### config.mk
export PLATFORM = sky130hd
export DESIGN_NAME = tc_frame_fecf_check_repair_core_flat
export DESIGN_NICKNAME = d
export VERILOG_FILES = /design/src/hw/rtl/tfc_pkg.sv /design/src/hw/rtl/tfc_if.sv /design/src/hw/rtl/tfc_cfg.sv /design/src/hw/rtl/tfc_frame.sv /design/src/hw/rtl/tfc_outq.sv /design/src/hw/rtl/tc_frame_fecf_check_repair_core.sv /design/src/flat_wrapper.sv
export SDC_FILE = /design/constraint.sdc
export NUM_CORES = 1
export LEC_CHECK = 0
export ABC_AREA = 1
export BUFFER_PORTS_ARGS = -buffer_cell sky130_fd_sc_hd__buf_4
export CAP_MARGIN = 5
export CORE_ASPECT_RATIO = 0.6
export CORE_MARGIN = 4
export CORE_UTILIZATION = 60
export CTS_CLUSTER_SIZE = 12
export DETAILED_ROUTE_END_ITERATION = 8
export PLACE_DENSITY_LB_ADDON = 0.2
export SYNTH_ARGS = -nofsm -noshare
export SYNTH_HDL_FRONTEND = slang
export SYNTH_SLANG_ARGS = --single-unit
### constraint.sdc
create_clock -name i_clk -period 6.5 [get_ports i_clk]
set_input_delay 0.975 -clock i_clk [delete_from_list [all_inputs] [get_ports i_clk]]
set_output_delay 0.975 -clock i_clk [all_outputs]
set_load 0.01 [all_outputs]
### src/hw/rtl/tfc_pkg.sv
// ----------------------------------------------------------------------------
// tfc_pkg
// Shared types, constants and the CRC-16 byte update of the frame check
// field verifier and repairer.
// ----------------------------------------------------------------------------
package tfc_pkg;

    localparam logic [15:0] CRC_INIT    = 16'hFFFF;
    localparam logic [15:0] CRC_POLY    = 16'h1021;

    localparam int MAX_RESULTS  = 3;
    localparam int OUTQ_DEPTH   = 4;
    localparam int OUTQ_CNT_W   = $clog2(OUTQ_DEPTH + 1);
    localparam int PUSH_CNT_W   = $clog2(MAX_RESULTS + 1);

    localparam int APB_ADDR_W   = 3;
    localparam logic [0:0] REG_REPAIR_ENABLE = 1'b0;

    typedef struct packed {
        logic [7:0]  out_byte;
        logic        out_last;
        logic        fecf_ok;
        logic [15:0] computed_fecf;
        logic        too_short;
    } t_result;

    typedef struct packed {
        logic                  accept;
        logic [PUSH_CNT_W-1:0] count;
    } t_push_ctl;

    function automatic logic [15:0] crc_byte(input logic [15:0] crc_in,
                                             input logic [7:0]  data);
        logic [15:0] crc;
        logic        fb;
        crc = crc_in;
        for (int i = 7; i >= 0; i--) begin
            fb  = crc[15] ^ data[i];
            crc = {crc[14:0], 1'b0};
            if (fb) begin
                crc = crc ^ CRC_POLY;
            end
        end
        return crc;
    endfunction

endpackage

### src/hw/rtl/tfc_if.sv
// ----------------------------------------------------------------------------
// tfc_in_if / tfc_out_if
// Valid/ready channels for incoming frame bytes and outgoing result items.
// ----------------------------------------------------------------------------
interface tfc_in_if;
    logic       valid;
    logic       ready;
    logic [7:0] data_byte;
    logic       last_byte;

    modport source (output valid, output data_byte, output last_byte, input ready);
    modport sink   (input valid, input data_byte, input last_byte, output ready);
endinterface

interface tfc_out_if;
    logic        valid;
    logic        ready;
    logic [7:0]  out_byte;
    logic        out_last;
    logic        fecf_ok;
    logic [15:0] computed_fecf;
    logic        too_short;

    modport source (output valid, output out_byte, output out_last, output fecf_ok,
                    output computed_fecf, output too_short, input ready);
    modport sink   (input valid, input out_byte, input out_last, input fecf_ok,
                    input computed_fecf, input too_short, output ready);
endinterface

### src/hw/rtl/tfc_cfg.sv
// ----------------------------------------------------------------------------
// tfc_cfg
// APB register slave holding the repair enable bit.
// ----------------------------------------------------------------------------
module tfc_cfg
    import tfc_pkg::*;
(
    input  logic                  i_clk,
    input  logic                  i_rst_n,
    input  logic                  psel,
    input  logic                  penable,
    input  logic                  pwrite,
    input  logic [APB_ADDR_W-1:0] paddr,
    input  logic [31:0]           pwdata,
    output logic [31:0]           prdata,
    output logic                  pready,
    output logic                  o_repair_enable
);

    logic r_repair_enable;
    logic n_repair_enable;
    logic wr_en;
    logic sel_repair;

    assign pready     = 1'b1;
    assign sel_repair = (paddr[APB_ADDR_W-1:2] == REG_REPAIR_ENABLE);
    assign wr_en      = psel && penable && pwrite && pready;

    always_comb begin
        n_repair_enable = r_repair_enable;
        if (wr_en && sel_repair) begin
            n_repair_enable = pwdata[0];
        end
    end

    always_ff @(posedge i_clk) begin
        if (!i_rst_n) begin
            r_repair_enable <= 1'b1;
        end else begin
            r_repair_enable <= n_repair_enable;
        end
    end

    assign prdata          = sel_repair ? {31'd0, r_repair_enable} : 32'd0;
    assign o_repair_enable = r_repair_enable;

endmodule

### src/hw/rtl/tfc_frame.sv
// ----------------------------------------------------------------------------
// tfc_frame
// Frame state: running CRC, two-byte delay line, check field compare and
// repair. Produces up to three result items per accepted byte.
// ----------------------------------------------------------------------------
module tfc_frame
    import tfc_pkg::*;
(
    input  logic       i_clk,
    input  logic       i_rst_n,
    input  logic       i_accept,
    input  logic [7:0] i_data_byte,
    input  logic       i_last_byte,
    input  logic       i_repair_enable,
    output t_push_ctl  o_push_ctl,
    output t_result    o_push [MAX_RESULTS]
);

    logic [15:0] r_crc;
    logic [15:0] n_crc;
    logic [7:0]  r_held [2];
    logic [7:0]  n_held [2];
    logic [1:0]  r_held_count;
    logic [1:0]  n_held_count;

    always_comb begin
        logic [15:0] crc_mid;
        logic [7:0]  h0;
        logic [7:0]  h1;
        logic [1:0]  cnt;
        logic [1:0]  k;
        logic        ok;
        logic [7:0]  hi;
        logic [7:0]  lo;

        crc_mid = r_crc;
        h0      = r_held[0];
        h1      = r_held[1];
        cnt     = r_held_count;
        k       = 2'd0;
        ok      = 1'b0;
        hi      = 8'd0;
        lo      = 8'd0;
        for (int i = 0; i < MAX_RESULTS; i++) begin
            o_push[i] = '0;
        end

        if (r_held_count[1]) begin
            crc_mid   = crc_byte(r_crc, r_held[0]);
            o_push[0] = '{out_byte: r_held[0], out_last: 1'b0, fecf_ok: 1'b0,
                          computed_fecf: 16'd0, too_short: 1'b0};
            k   = 2'd1;
            h0  = r_held[1];
            h1  = i_data_byte;
            cnt = 2'd2;
        end else if (r_held_count[0]) begin
            h1  = i_data_byte;
            cnt = 2'd2;
        end else begin
            h0  = i_data_byte;
            cnt = 2'd1;
        end

        if (i_last_byte) begin
            if (cnt[1]) begin
                ok = ({h0, h1} == crc_mid);
                hi = h0;
                lo = h1;
                if (!ok && i_repair_enable) begin
                    hi = crc_mid[15:8];
                    lo = crc_mid[7:0];
                end
                o_push[k] = '{out_byte: hi, out_last: 1'b0, fecf_ok: 1'b0,
                              computed_fecf: 16'd0, too_short: 1'b0};
                o_push[k + 2'd1] = '{out_byte: lo, out_last: 1'b1, fecf_ok: ok,
                                     computed_fecf: crc_mid, too_short: 1'b0};
                k = k + 2'd2;
            end else begin
                o_push[k] = '{out_byte: h0, out_last: 1'b1, fecf_ok: 1'b0,
                              computed_fecf: CRC_INIT, too_short: 1'b1};
                k = k + 2'd1;
            end
            n_crc        = CRC_INIT;
            n_held[0]    = 8'd0;
            n_held[1]    = 8'd0;
            n_held_count = 2'd0;
        end else begin
            n_crc        = crc_mid;
            n_held[0]    = h0;
            n_held[1]    = h1;
            n_held_count = cnt;
        end

        o_push_ctl.accept = i_accept;
        o_push_ctl.count  = i_accept ? PUSH_CNT_W'(k) : '0;
    end

    always_ff @(posedge i_clk) begin
        if (!i_rst_n) begin
            r_crc        <= CRC_INIT;
            r_held[0]    <= 8'd0;
            r_held[1]    <= 8'd0;
            r_held_count <= 2'd0;
        end else if (i_accept) begin
            r_crc        <= n_crc;
            r_held[0]    <= n_held[0];
            r_held[1]    <= n_held[1];
            r_held_count <= n_held_count;
        end
    end

`ifndef NO_ASSERTIONS
    a_frame_clear: assert property (@(posedge i_clk) disable iff (!i_rst_n)
        i_accept && i_last_byte |=> r_held_count == 2'd0 && r_crc == CRC_INIT)
        else $error("frame state not cleared after last byte");

    a_count_range: assert property (@(posedge i_clk) disable iff (!i_rst_n)
        r_held_count != 2'd3)
        else $error("held byte count out of range");

    a_push_on_last: assert property (@(posedge i_clk) disable iff (!i_rst_n)
        i_accept && i_last_byte |-> o_push[o_push_ctl.count - 1'b1].out_last)
        else $error("final pushed item of a frame lacks out_last");
`endif

endmodule

### src/hw/rtl/tfc_outq.sv
// ----------------------------------------------------------------------------
// tfc_outq
// Result register queue: takes up to three items per cycle while it has
// room, issues one per cycle from its head register while the sink is ready.
// ----------------------------------------------------------------------------
module tfc_outq
    import tfc_pkg::*;
(
    input  logic      i_clk,
    input  logic      i_rst_n,
    input  t_push_ctl i_push_ctl,
    input  t_result   i_push [MAX_RESULTS],
    output logic      o_can_accept,
    output logic      o_valid,
    input  logic      i_ready,
    output t_result   o_item
);

    t_result               r_entry [OUTQ_DEPTH];
    t_result               n_entry [OUTQ_DEPTH];
    logic [OUTQ_CNT_W-1:0] r_count;
    logic [OUTQ_CNT_W-1:0] n_count;
    logic                  pop;
    logic [OUTQ_CNT_W-1:0] base;

    assign pop  = (r_count != '0) && i_ready;
    assign base = r_count - OUTQ_CNT_W'(pop);

    always_comb begin
        logic [OUTQ_CNT_W-1:0] j;
        for (int i = 0; i < OUTQ_DEPTH; i++) begin
            j = OUTQ_CNT_W'(i) - base;
            if (OUTQ_CNT_W'(i) < base) begin
                n_entry[i] = pop ? r_entry[(i + 1) % OUTQ_DEPTH] : r_entry[i];
            end else if (j < OUTQ_CNT_W'(i_push_ctl.count)) begin
                n_entry[i] = i_push[j[PUSH_CNT_W-1:0]];
            end else begin
                n_entry[i] = r_entry[i];
            end
        end
        n_count = base + OUTQ_CNT_W'(i_push_ctl.count);
    end

    always_ff @(posedge i_clk) begin
        for (int i = 0; i < OUTQ_DEPTH; i++) begin
            r_entry[i] <= n_entry[i];
        end
    end

    always_ff @(posedge i_clk) begin
        if (!i_rst_n) begin
            r_count <= '0;
        end else begin
            r_count <= n_count;
        end
    end

    assign o_can_accept = (r_count <= OUTQ_CNT_W'(OUTQ_DEPTH - MAX_RESULTS));
    assign o_valid      = (r_count != '0);
    assign o_item       = r_entry[0];

`ifndef NO_ASSERTIONS
    a_no_overflow: assert property (@(posedge i_clk) disable iff (!i_rst_n)
        r_count <= OUTQ_CNT_W'(OUTQ_DEPTH))
        else $error("result queue overflow");

    a_push_has_room: assert property (@(posedge i_clk) disable iff (!i_rst_n)
        i_push_ctl.count != '0 |-> o_can_accept)
        else $error("items pushed without room");
`endif

endmodule

### src/hw/rtl/tc_frame_fecf_check_repair_core.sv
// ----------------------------------------------------------------------------
// tc_frame_fecf_check_repair_core
// Telecommand frame check field verifier and repairer (CRC-16, poly 0x1021).
// The items caused by a byte are in the output queue registers in the cycle
// after it is accepted; frame bytes leave two bytes behind their arrival.
// Input takes one byte per cycle while the output queue has room; a frame's
// last byte yields up to three items for the output queue, stalling input.
// Reset (synchronous, active low): frame state, queue cleared; repair on.
// ----------------------------------------------------------------------------
module tc_frame_fecf_check_repair_core
    import tfc_pkg::*;
(
    input  logic                  i_clk,
    input  logic                  i_rst_n,
    tfc_in_if.sink                i_in,
    tfc_out_if.source             o_out,
    input  logic                  psel,
    input  logic                  penable,
    input  logic                  pwrite,
    input  logic [APB_ADDR_W-1:0] paddr,
    input  logic [31:0]           pwdata,
    output logic [31:0]           prdata,
    output logic                  pready
);

    logic      repair_enable;
    logic      can_accept;
    logic      accept;
    t_push_ctl push_ctl;
    t_result   push [MAX_RESULTS];
    t_result   head;

    tfc_cfg u_cfg (
        .i_clk           (i_clk),
        .i_rst_n         (i_rst_n),
        .psel            (psel),
        .penable         (penable),
        .pwrite          (pwrite),
        .paddr           (paddr),
        .pwdata          (pwdata),
        .prdata          (prdata),
        .pready          (pready),
        .o_repair_enable (repair_enable)
    );

    assign i_in.ready = can_accept;
    assign accept     = i_in.valid && can_accept;

    tfc_frame u_frame (
        .i_clk           (i_clk),
        .i_rst_n         (i_rst_n),
        .i_accept        (accept),
        .i_data_byte     (i_in.data_byte),
        .i_last_byte     (i_in.last_byte),
        .i_repair_enable (repair_enable),
        .o_push_ctl      (push_ctl),
        .o_push          (push)
    );

    tfc_outq u_outq (
        .i_clk        (i_clk),
        .i_rst_n      (i_rst_n),
        .i_push_ctl   (push_ctl),
        .i_push       (push),
        .o_can_accept (can_accept),
        .o_valid      (o_out.valid),
        .i_ready      (o_out.ready),
        .o_item       (head)
    );

    assign o_out.out_byte      = head.out_byte;
    assign o_out.out_last      = head.out_last;
    assign o_out.fecf_ok       = head.fecf_ok;
    assign o_out.computed_fecf = head.computed_fecf;
    assign o_out.too_short     = head.too_short;

endmodule

### src/flat_wrapper.sv
// flat-port wrapper written by rule: the top's interface ports become plain ports
module tc_frame_fecf_check_repair_core_flat import tfc_pkg::*;
  (i_clk, i_rst_n, psel, penable, pwrite, paddr, pwdata, prdata, pready, i_in_valid, i_in_data_byte, i_in_last_byte, i_in_ready, o_out_valid, o_out_out_byte, o_out_out_last, o_out_fecf_ok, o_out_computed_fecf, o_out_too_short, o_out_ready);
  tfc_in_if i_in_i ();
  tfc_out_if o_out_i ();
  input  logic i_clk;
  input  logic i_rst_n;
  input  logic psel;
  input  logic penable;
  input  logic pwrite;
  input  logic [APB_ADDR_W-1:0] paddr;
  input  logic [31:0] pwdata;
  output logic [31:0] prdata;
  output logic pready;
  input wire logic [$bits(i_in_i.valid)-1:0] i_in_valid;
  input wire logic [$bits(i_in_i.data_byte)-1:0] i_in_data_byte;
  input wire logic [$bits(i_in_i.last_byte)-1:0] i_in_last_byte;
  output wire logic [$bits(i_in_i.ready)-1:0] i_in_ready;
  output wire logic [$bits(o_out_i.valid)-1:0] o_out_valid;
  output wire logic [$bits(o_out_i.out_byte)-1:0] o_out_out_byte;
  output wire logic [$bits(o_out_i.out_last)-1:0] o_out_out_last;
  output wire logic [$bits(o_out_i.fecf_ok)-1:0] o_out_fecf_ok;
  output wire logic [$bits(o_out_i.computed_fecf)-1:0] o_out_computed_fecf;
  output wire logic [$bits(o_out_i.too_short)-1:0] o_out_too_short;
  input wire logic [$bits(o_out_i.ready)-1:0] o_out_ready;
  assign i_in_i.valid = i_in_valid;
  assign i_in_i.data_byte = i_in_data_byte;
  assign i_in_i.last_byte = i_in_last_byte;
  assign i_in_ready = i_in_i.ready;
  assign o_out_valid = o_out_i.valid;
  assign o_out_out_byte = o_out_i.out_byte;
  assign o_out_out_last = o_out_i.out_last;
  assign o_out_fecf_ok = o_out_i.fecf_ok;
  assign o_out_computed_fecf = o_out_i.computed_fecf;
  assign o_out_too_short = o_out_i.too_short;
  assign o_out_i.ready = o_out_ready;
  tc_frame_fecf_check_repair_core u_core (.i_clk(i_clk), .i_rst_n(i_rst_n), .i_in(i_in_i), .o_out(o_out_i), .psel(psel), .penable(penable), .pwrite(pwrite), .paddr(paddr), .pwdata(pwdata), .prdata(prdata), .pready(pready));
endmodule
* After elaboration in Yosys (flattened, before gate mapping) *
Memory sizes are Yosys's and may differ from the RTL's.
Cells that the tools add are included.

word-level totals
  flip-flop bits (word level) = 22
  memory bits (writable) = 124
  input bits = 51
  output and inout bits = 62
  logic and storage cells = 143
  memories = 2

operators by class
  $add $sub $neg = 8
  order comparisons = 17
  eq/ne operators = 1
  mux-type cells = 76
  bitwise logic cells = 25
  reduce and logical (&&, ||, !) cells = 10

memories
  name                   depth  bits a word  rd ports  clocked after memory_dff  write ports  RTL line         text
  u_core.u_outq.r_entry  4      27           4         0                         4            tfc_outq.sv:19   t_result r_entry [OUTQ_DEPTH];
  u_core.u_frame.r_held  2      8            2         0                         2            tfc_frame.sv:21  logic [7:0] r_held [2];

operators with widths
  cell                 count
  $mux 27              23
  $bwmux 81            3
  $bmux 27 s2          4
  $mux 81              2
  $mux 16              10
  $demux 27 s2         2
  $mux 13              8
  $mux 8               12
  $not 3->3            8
  $ge 3x3->1 const B   6
  $not 2->3            6
  $eq 16x16->1         1
  $lt 3x2->1           4
  $mux 2               6
  $logic_and 1x1->1    8
  $xor 1x1->1          8
  $lt 1x3->1 const A   2
  $lt 2x3->1 const A   2
  $lt 3x1->1 const B   2
  $mux 1               6
  $sub 1x3->3 const A  2
  $sub 2x3->3 const A  2
  $add 3x2->3          1
  $le 3x1->1 const B   1
  other kinds (7)      8

* Longest topological paths before layout *
Gate-level depths: netlist of run 1.
An unclocked memory read counts as a cell.

  word-level depth = 40
  depth in mapped cells = 20
  depth with buffers taken out = 19

* By module *
A second synthesis of run 1 with hierarchy kept.

second synthesis, totals
  cells, all modules = 1608
  area total of the unflattened synthesis = 10896.7 sq um

by module, submodules not included
  module                           times used  cells an instance  area each (sq um)  seq. area each (sq um)
  tfc_outq                         1           990                7081.8             3303.2
  tfc_frame                        1           571                3497.1             840.8
  tfc_cfg                          1           45                 310.3              20.0
  tc_frame_fecf_check_repair_core  1           2                  7.5                0.0

* Worst setup path after synthesis of run 1 *
Ideal clock, no wire load.

  path type = input to register
  from = input port o_out_ready
  to = memory u_core.u_outq.r_entry[0][0] (netlist name) (enable)
  library setup time = 0.449 ns
  arrival = 4.444 ns
  required time = 6.051 ns
  setup slack = 1.607 ns
  stages on the path = 11
  path buffers = 1
  path through = nand2_1 inv_1 ha_1 ha_1 nand2_1 nand2_1 ha_1 nand2_1 clkbuf_1 inv_1 o21ai_0

RTL lines
  element          RTL line            text
  start, declared  flat_wrapper.sv:25  input wire logic [$bits(o_out_i.ready)-1:0] o_out_ready;
  end, declared    tfc_outq.sv:19

==> results by group, run 1 <==
Setup path
  • CP Capture Type: flop
  • Worst setup startpoint: o_out_ready
  • Worst path required time: 6.68 ns
  • Kind of critical path: input pin to flop
  • CP Launch Type: input pin
  • Crit-path max FO: 38
  • Worst EP arrival: 4.83 ns
  • RR Startpoint: u_core.u_outq.r_count[2]

Global route
  • Vias in the first global route: 8599
  • First-pass GRT wire length: 48300 microns
  • Grt total ovfl: 0
  • Largest net degree at the start of global routing: 50
  • GRT Total Usage: 34.6%
  • Initial antenna violation count: 0

Route
  • Metal3 WL: 5150 microns
  • WL final: 31900 microns
  • Met2 wire length: 12600 microns
  • Routed via count: 9543
  • Vias per cell: 6.48
  • Metal1 wirelength: 13000 microns
  • DR iter-0 viols: 1525
  • Top layer in use: met4
  • Routed Antenna Nets: 0
  • Drc violations: 0
  • First-pass DRT Iterations: 7
  • Drt wl/cell: 21.6 microns

Die
  • Die area: 0.0183 sq mm
  • Die width: 172 microns
  • Total core area: 0.0156 sq mm
  • # IOs: 113
  • Initial Util: 62.2%
  • Die H: 106 microns
  • Site row count: 35

Timing
  • Worst setup margin: 1.85 ns
  • Max Clock Skew: 0.0150 ns
  • Fin Setup TNS: 0 ns
  • Slew Viols, Final: 0
  • Tmin final: 4.65 ns
  • Final hold violation count: 0
  • Slew Limit Headroom: 14.6%
  • F_max: 0.215 GHz
  • Final period util: 71.5%
  • Final setup fails: 0
  • Tightest Pin Transition: 1.28 ns
  • RSZ-0062 raised after global routing: no

Clock network
  • Hold-fix buffers at CTS: 0
  • Post-CTS Resized: 0
  • Htree depth: 4
  • CTS sink cnt: 146
  • CTS tree: yes
  • TritonCTS buffer count: 17
  • Post-CTS setup buffers: 0
  • Worst-Skew Late Latency: 0.43 ns
  • Max clock buf depth: 2
  • Root Buffer: clkbuf_16
  • Clock-pin slew on the worst setup and hold paths: 0.07 ns

Worst hold path
  • Worst Hold Class: flop to flop
  • Hold Path Origin: u_core.u_outq.r_entry[3][20]

Logic synthesis
  • Yosys top cell by area: edfxtp_1
  • Synth Instances: 1233
  • Post-synthesis sequential area ratio: 42.9%
  • Synthesized area per cell: 7.87 sq um
  • Post-synth cell types: 47
  • Dominant cells by area after synthesis: edfxtp_1 38%, nand2_1 13%, nand3_1 9.7%
  • Most common cell in the synthesized netlist: nand2_1
  • Yosys reg bits: 146
  • Ys Warns: 0
  • Post-synth EDFFs: 124
  • Post-synth top cells: 325 x nand2_1, 188 x nand3_1, 124 x edfxtp_1
  • Mapped Area: 0.00970 sq mm
  • Ys async rst share: 0%
  • Predominant post-synthesis flop cell: edfxtp_1
  • Synth top area share: 38.4%

Finish
  • Fill count: 1303
  • Antenna Cells: 0
  • Share of layout cells above drive strength 1: 13.8%
  • Nets: 1321
  • Area Overhead vs Synth: 9.56%

Placement
  • Setup WS pre-CTS: 1.64 ns
  • RD Place Congestion: 1.05
  • Input/output buffers: 47
  • DPL Wire Length: 21500 microns

Power and ir drop
  • Pwr Total: 7.25 mW
  • Peak supply drop: 0.000626 V
  • Leakage power: 4.58 nW
  • Cell Pwr Density: 682 mW/mm^2

Flow run
  • Max-capacitance violation count: 0

Status
  • Status: finished clean
through the flow:
step	util [%]	instance area, sq um	hold slack, ns	instances
finish	68.2	10600	0.524	1472
floorplan	-	9810	0.496	1263
global route	68.2	10600	0.543	1472
detailed placement	64.5	10100	0.515	1441
CTS	68.2	10600	0.523	1472
global placement	64.5	10100	0.500	1441
flip-flops by register name, summed over array words and instances, names as in the netlist:
signal and flops:
u_core.u_outq.r_entry 108, u_core.u_frame.r_held 16, u_core.u_outq.r_count 3, u_core.u_frame.r_held_count 2, u_core.u_frame.r_crc 16, u_core.u_cfg.o_repair_enable 1
routing by layer:
metal / track usage (%) / vias up
met5: 0 / -
met4: 12.1 / 0
met3: 9.18 / 93
met2: 48.2 / 818
met1: 51.5 / 4385
li1: - / 4247
path summary, 6_finish.rpt:
path	slack (ns)	endpoint	depth (start not counted)
setup / recovery	1.85	u_core.u_outq.r_entry[0][19]	12
hold reg to reg	0.52	u_core.u_outq.r_entry[2][20]	2
hold / removal	0.52	u_core.u_outq.r_entry[2][20]	2
setup reg to reg	1.90	u_core.u_outq.r_entry[0][19]	13
placed cells by master (no fill, tap or decap), types with 4 or more instances in the layout:
| cell type | netlist | final |
|---|---|---|
| nand2_1 | 325 | 325 |
| nand3_1 | 188 | 188 |
| edfxtp_1 | 124 | 124 |
| inv_1 | 102 | 102 |
| nor2_1 | 98 | 97 |
| buf_4 | 34 | 67 |
| o221ai_1 | 40 | 40 |
| a21oi_1 | 38 | 38 |
| conb_1 | 2 | 32 |
| a31oi_1 | 29 | 29 |
| o211ai_1 | 24 | 24 |
| dfxtp_1 | 22 | 22 |
| inv_2 | 17 | 17 |
| clkbuf_16 | 0 | 17 |
| nand2_2 | 15 | 15 |
| a22oi_1 | 13 | 13 |
| nand2_4 | 12 | 12 |
| o22ai_1 | 14 | 12 |
| ha_1 | 12 | 12 |
| o21ai_0 | 13 | 11 |
| nand3_2 | 10 | 10 |
| o21ai_1 | 9 | 9 |
| o21ai_2 | 3 | 5 |
| nor2_2 | 5 | 5 |
| inv_6 | 0 | 5 |
| clkinvlp_4 | 0 | 4 |
worst max-delay path, stage by stage:
cell     delay [ns]
buf_4          0.11
nand2_1        0.23
inv_1          0.08
ha_1           0.84
inv_2          0.55
ha_1           0.53
inv_1          0.18
nor2_1         0.10
inv_1          0.77
nor2_1         0.18
a21oi_1        0.18
nand2_1        0.08
cell families after synthesis:
group	after synthesis	synth area share (%)
other	2	0.0774
xor gates and xnor gates	5	0.452
adders and majority gates	13	1.75
DFF	146	42.9
and+or+nand+nor	664	30.8
AOI/OAI and AO/OA	190	13.7
buffers and inverters	213	10.3
final cells by class:
cell class	count	area, sq um	share of cell area [%]
Multi-Input combinational cell	904	4680	44.0
Tap cell	203	254	2.39
Timing Repair Buffer	67	503	4.73
Sequential cell	146	4160	39.2
Clock inverter	14	146	1.38
Clock buffer	17	425	4.00
Inverter	121	457	4.30
power by group:
| part | internal [mW] | total [mW] | switching (mW) | leakage, nW |
|---|---|---|---|---|
| logic | 1.10 | 4.18 | 3.08 | 2.94 |
| registers | 1.91 | 2.08 | 0.176 | 1.37 |
| clock network | 0.539 | 0.990 | 0.451 | 0.269 |
| total | 3.54 | 7.25 | 3.71 | 4.58 |
(Power assumes the default switching activity.)
==> inputs of run 2 (changes only) <==
==> constraint.sdc (replaced) <==
create_clock -name i_clk -period 4.63 [get_ports i_clk]
set_input_delay 0.6945 -clock i_clk [delete_from_list [all_inputs] [get_ports i_clk]]
set_output_delay 0.6945 -clock i_clk [all_outputs]
set_load 0.01 [all_outputs]
==> results by group, run 2 (synthesis results as in run 1) <==
Placement
  • DPL Wire Length: 22700 microns (+5.6%)
  • DP Area: 0.0101 sq mm (+0.75%)
  • Input/output buffers: 47 (unchanged)
  • RD Place Congestion: 1.04 (-1.1%)

Power and ir drop
  • Cell Pwr Density: 976 mW/mm^2 (+43%)
  • Leakage power: 4.65 nW (+1.5%)
  • Peak supply drop: 0.00101 V (+61%)

Timing
  • Final period util: 87.6%
  • Max Clock Skew: 0.0125 ns (-0.00251 ns)
  • Tightest Pin Transition: 1.18 ns (-0.0955 ns)
  • Final hold violation count: 0 (unchanged)
  • Slew Limit Headroom: 20.9% (+6.4 points)
  • Fin Setup TNS: 0 ns (unchanged)
  • F_max: 0.247 GHz
  • Slew Viols, Final: 0 (unchanged)
  • Tmin final: 4.06 ns
  • RSZ-0062 raised after global routing: no
  • Final setup fails: 0 (unchanged)

Route
  • First-pass DRT Iterations: 8 (+1)
  • Met2 wire length: 13100 microns (+4.0%)
  • Drc violations: 0 (unchanged)
  • Routed Antenna Nets: 0 (unchanged)
  • DR iter-0 viols: 1600 (+4.9%)
  • Drt wl/cell: 22.2 microns (+2.7%)
  • Vias per cell: 6.50 (+0.23%)
  • Routed via count: 9636 (+0.97%)
  • Metal3 WL: 5640 microns (+9.6%)
  • WL final: 33000 microns (+3.5%)
  • Top layer in use: met4
  • Metal1 wirelength: 13000 microns (+0.25%)

Die
  • Die area: 0.0183 sq mm (unchanged)
  • # IOs: 113 (unchanged)
  • Initial Util: 62.2% (unchanged)
  • Total core area: 0.0156 sq mm (unchanged)
  • Die H: 106 microns (unchanged)
  • Site row count: 35 (unchanged)
  • Die width: 172 microns (unchanged)

Clock network
  • Post-CTS Resized: 0 (unchanged)
  • Htree depth: 4 (unchanged)
  • Root Buffer: clkbuf_16
  • Post-CTS setup buffers: 0 (unchanged)
  • CTS sink cnt: 146 (unchanged)
  • Clock-pin slew on the worst setup and hold paths: 0.07 ns (about the same)
  • TritonCTS buffer count: 17 (unchanged)
  • Max clock buf depth: 2 (unchanged)
  • Worst-Skew Late Latency: 0.44 ns (about the same)
  • CTS tree: yes
  • Hold-fix buffers at CTS: 0 (unchanged)

Setup path
  • RR Startpoint: u_core.u_outq.r_count[2]
  • Worst path required time: 4.80 ns (-1.88 ns)
  • Worst EP arrival: 4.22 ns (-0.61 ns)
  • Worst setup startpoint: u_core.u_outq.r_count[2]
  • CP Capture Type: flop
  • Kind of critical path: flop to flop
  • Crit-path max FO: 22 (-42%)
  • CP Launch Type: flop

Finish
  • Finished Cell Area: 0.0107 sq mm (+0.92%)
  • Most frequent cells in the layout: 325 x nand2_1, 188 x nand3_1, 124 x edfxtp_1, 102 x inv_1, 97 x nor2_1
  • Commonest non-fill, non-tap cell in the layout: nand2_1
  • Area Overhead vs Synth: 10.6%
  • Share of layout cells above drive strength 1: 14.5% (+0.74 points)
  • Antenna Cells: 0 (unchanged)
  • Fill count: 1309 (+0.46%)
  • Largest regs: u_core.u_outq.r_entry (108), u_core.u_frame.r_crc (16), u_core.u_frame.r_held (16)
  • Max reg flops: 108 (unchanged)
  • Nets: 1331 (+0.76%)
  • Biggest register: u_core.u_outq.r_entry
  • Util after Layout: 68.8% (+0.63 points)

Status
  • Status: finished clean

Flow run
  • Max-capacitance violation count: 0 (unchanged)

Worst hold path
  • Worst Hold Class: input pin to flop
  • Hold Path Origin: i_rst_n

Global route
  • Initial antenna violation count: 0 (unchanged)
  • First-pass GRT wire length: 50200 microns (+4.0%)
  • Largest net degree at the start of global routing: 40 (-20%)
  • GRT Total Usage: 36.3% (+1.7 points)
  • Grt total ovfl: 0 (unchanged)
  • Vias in the first global route: 8829 (+2.7%)
[run 2: changes by cell type in the layout (fill, tap and decap cells not counted), sizes merged]
cell	before	now
buf	67	77
clkinvlp	4	1
clkinv	2	6
[run 2: through the flow]
stage | hold WS (ns) | setup slack (ns) | std cells | power (mW)
floorplan | 0.496 | 0.245 | 1263 | 6.56
detailed placement | 0.504 | 0.551 | 1451 | 8.71
global placement | 0.500 | 0.643 | 1451 | 8.56
CTS | 0.477 | 0.702 | 1483 | 10.1
global route | 0.489 | 0.337 | 1483 | 10.9
finish | 0.468 | 0.574 | 1483 | 10.5
[run 2: path summary, 6_finish.rpt]
check / end / slack, ns / cells past startpoint
setup / recovery: u_core.u_outq.r_entry[0][20] / 0.57 / 14
hold / removal: u_core.u_outq.r_count[1] / 0.47 / 3
setup reg to reg: u_core.u_outq.r_entry[0][20] / 0.57 / 14
hold reg to reg: u_core.u_outq.r_entry[0][0] / 0.51 / 2
[run 2: cell type report]
class                   count  area (sq um)  share of cell area [%]
multi-input cells         904          4680                    43.6
flip-flops and latches    146          4160                    38.8
repair buffers             77           578                    5.39
inverters                 121           457                    4.26
clock buffers              17           425                    3.97
well taps                 203           254                    2.37
clock inverters            15           169                    1.58
[run 2: report_power, final]
group / internal [mW] / switching, mW / total (mW)
logic: 1.63 / 4.47 / 6.10
clock network: 0.769 / 0.661 / 1.43
registers: 2.67 / 0.256 / 2.93
[run 2: critical path, stage by stage, from the launching register on]
cell     delay (ns)
dfxtp_1        0.32
nor2_1         0.19
nand2_1        0.10
nand2_1        0.27
inv_1          0.08
ha_1           0.19
ha_1           0.44
inv_1          0.22
ha_1           0.44
inv_1          0.21
nor2_1         0.11
inv_1          0.80
nor2_1         0.12
a21oi_1        0.15
nand2_1        0.13
[run 2: per-layer routing]
layer,global-route usage (%),vias to the layer above
met4,12.6,0
li1,-,4270
met1,52.2,4406
met2,49.7,847
met3,14.0,113
met5,0,-
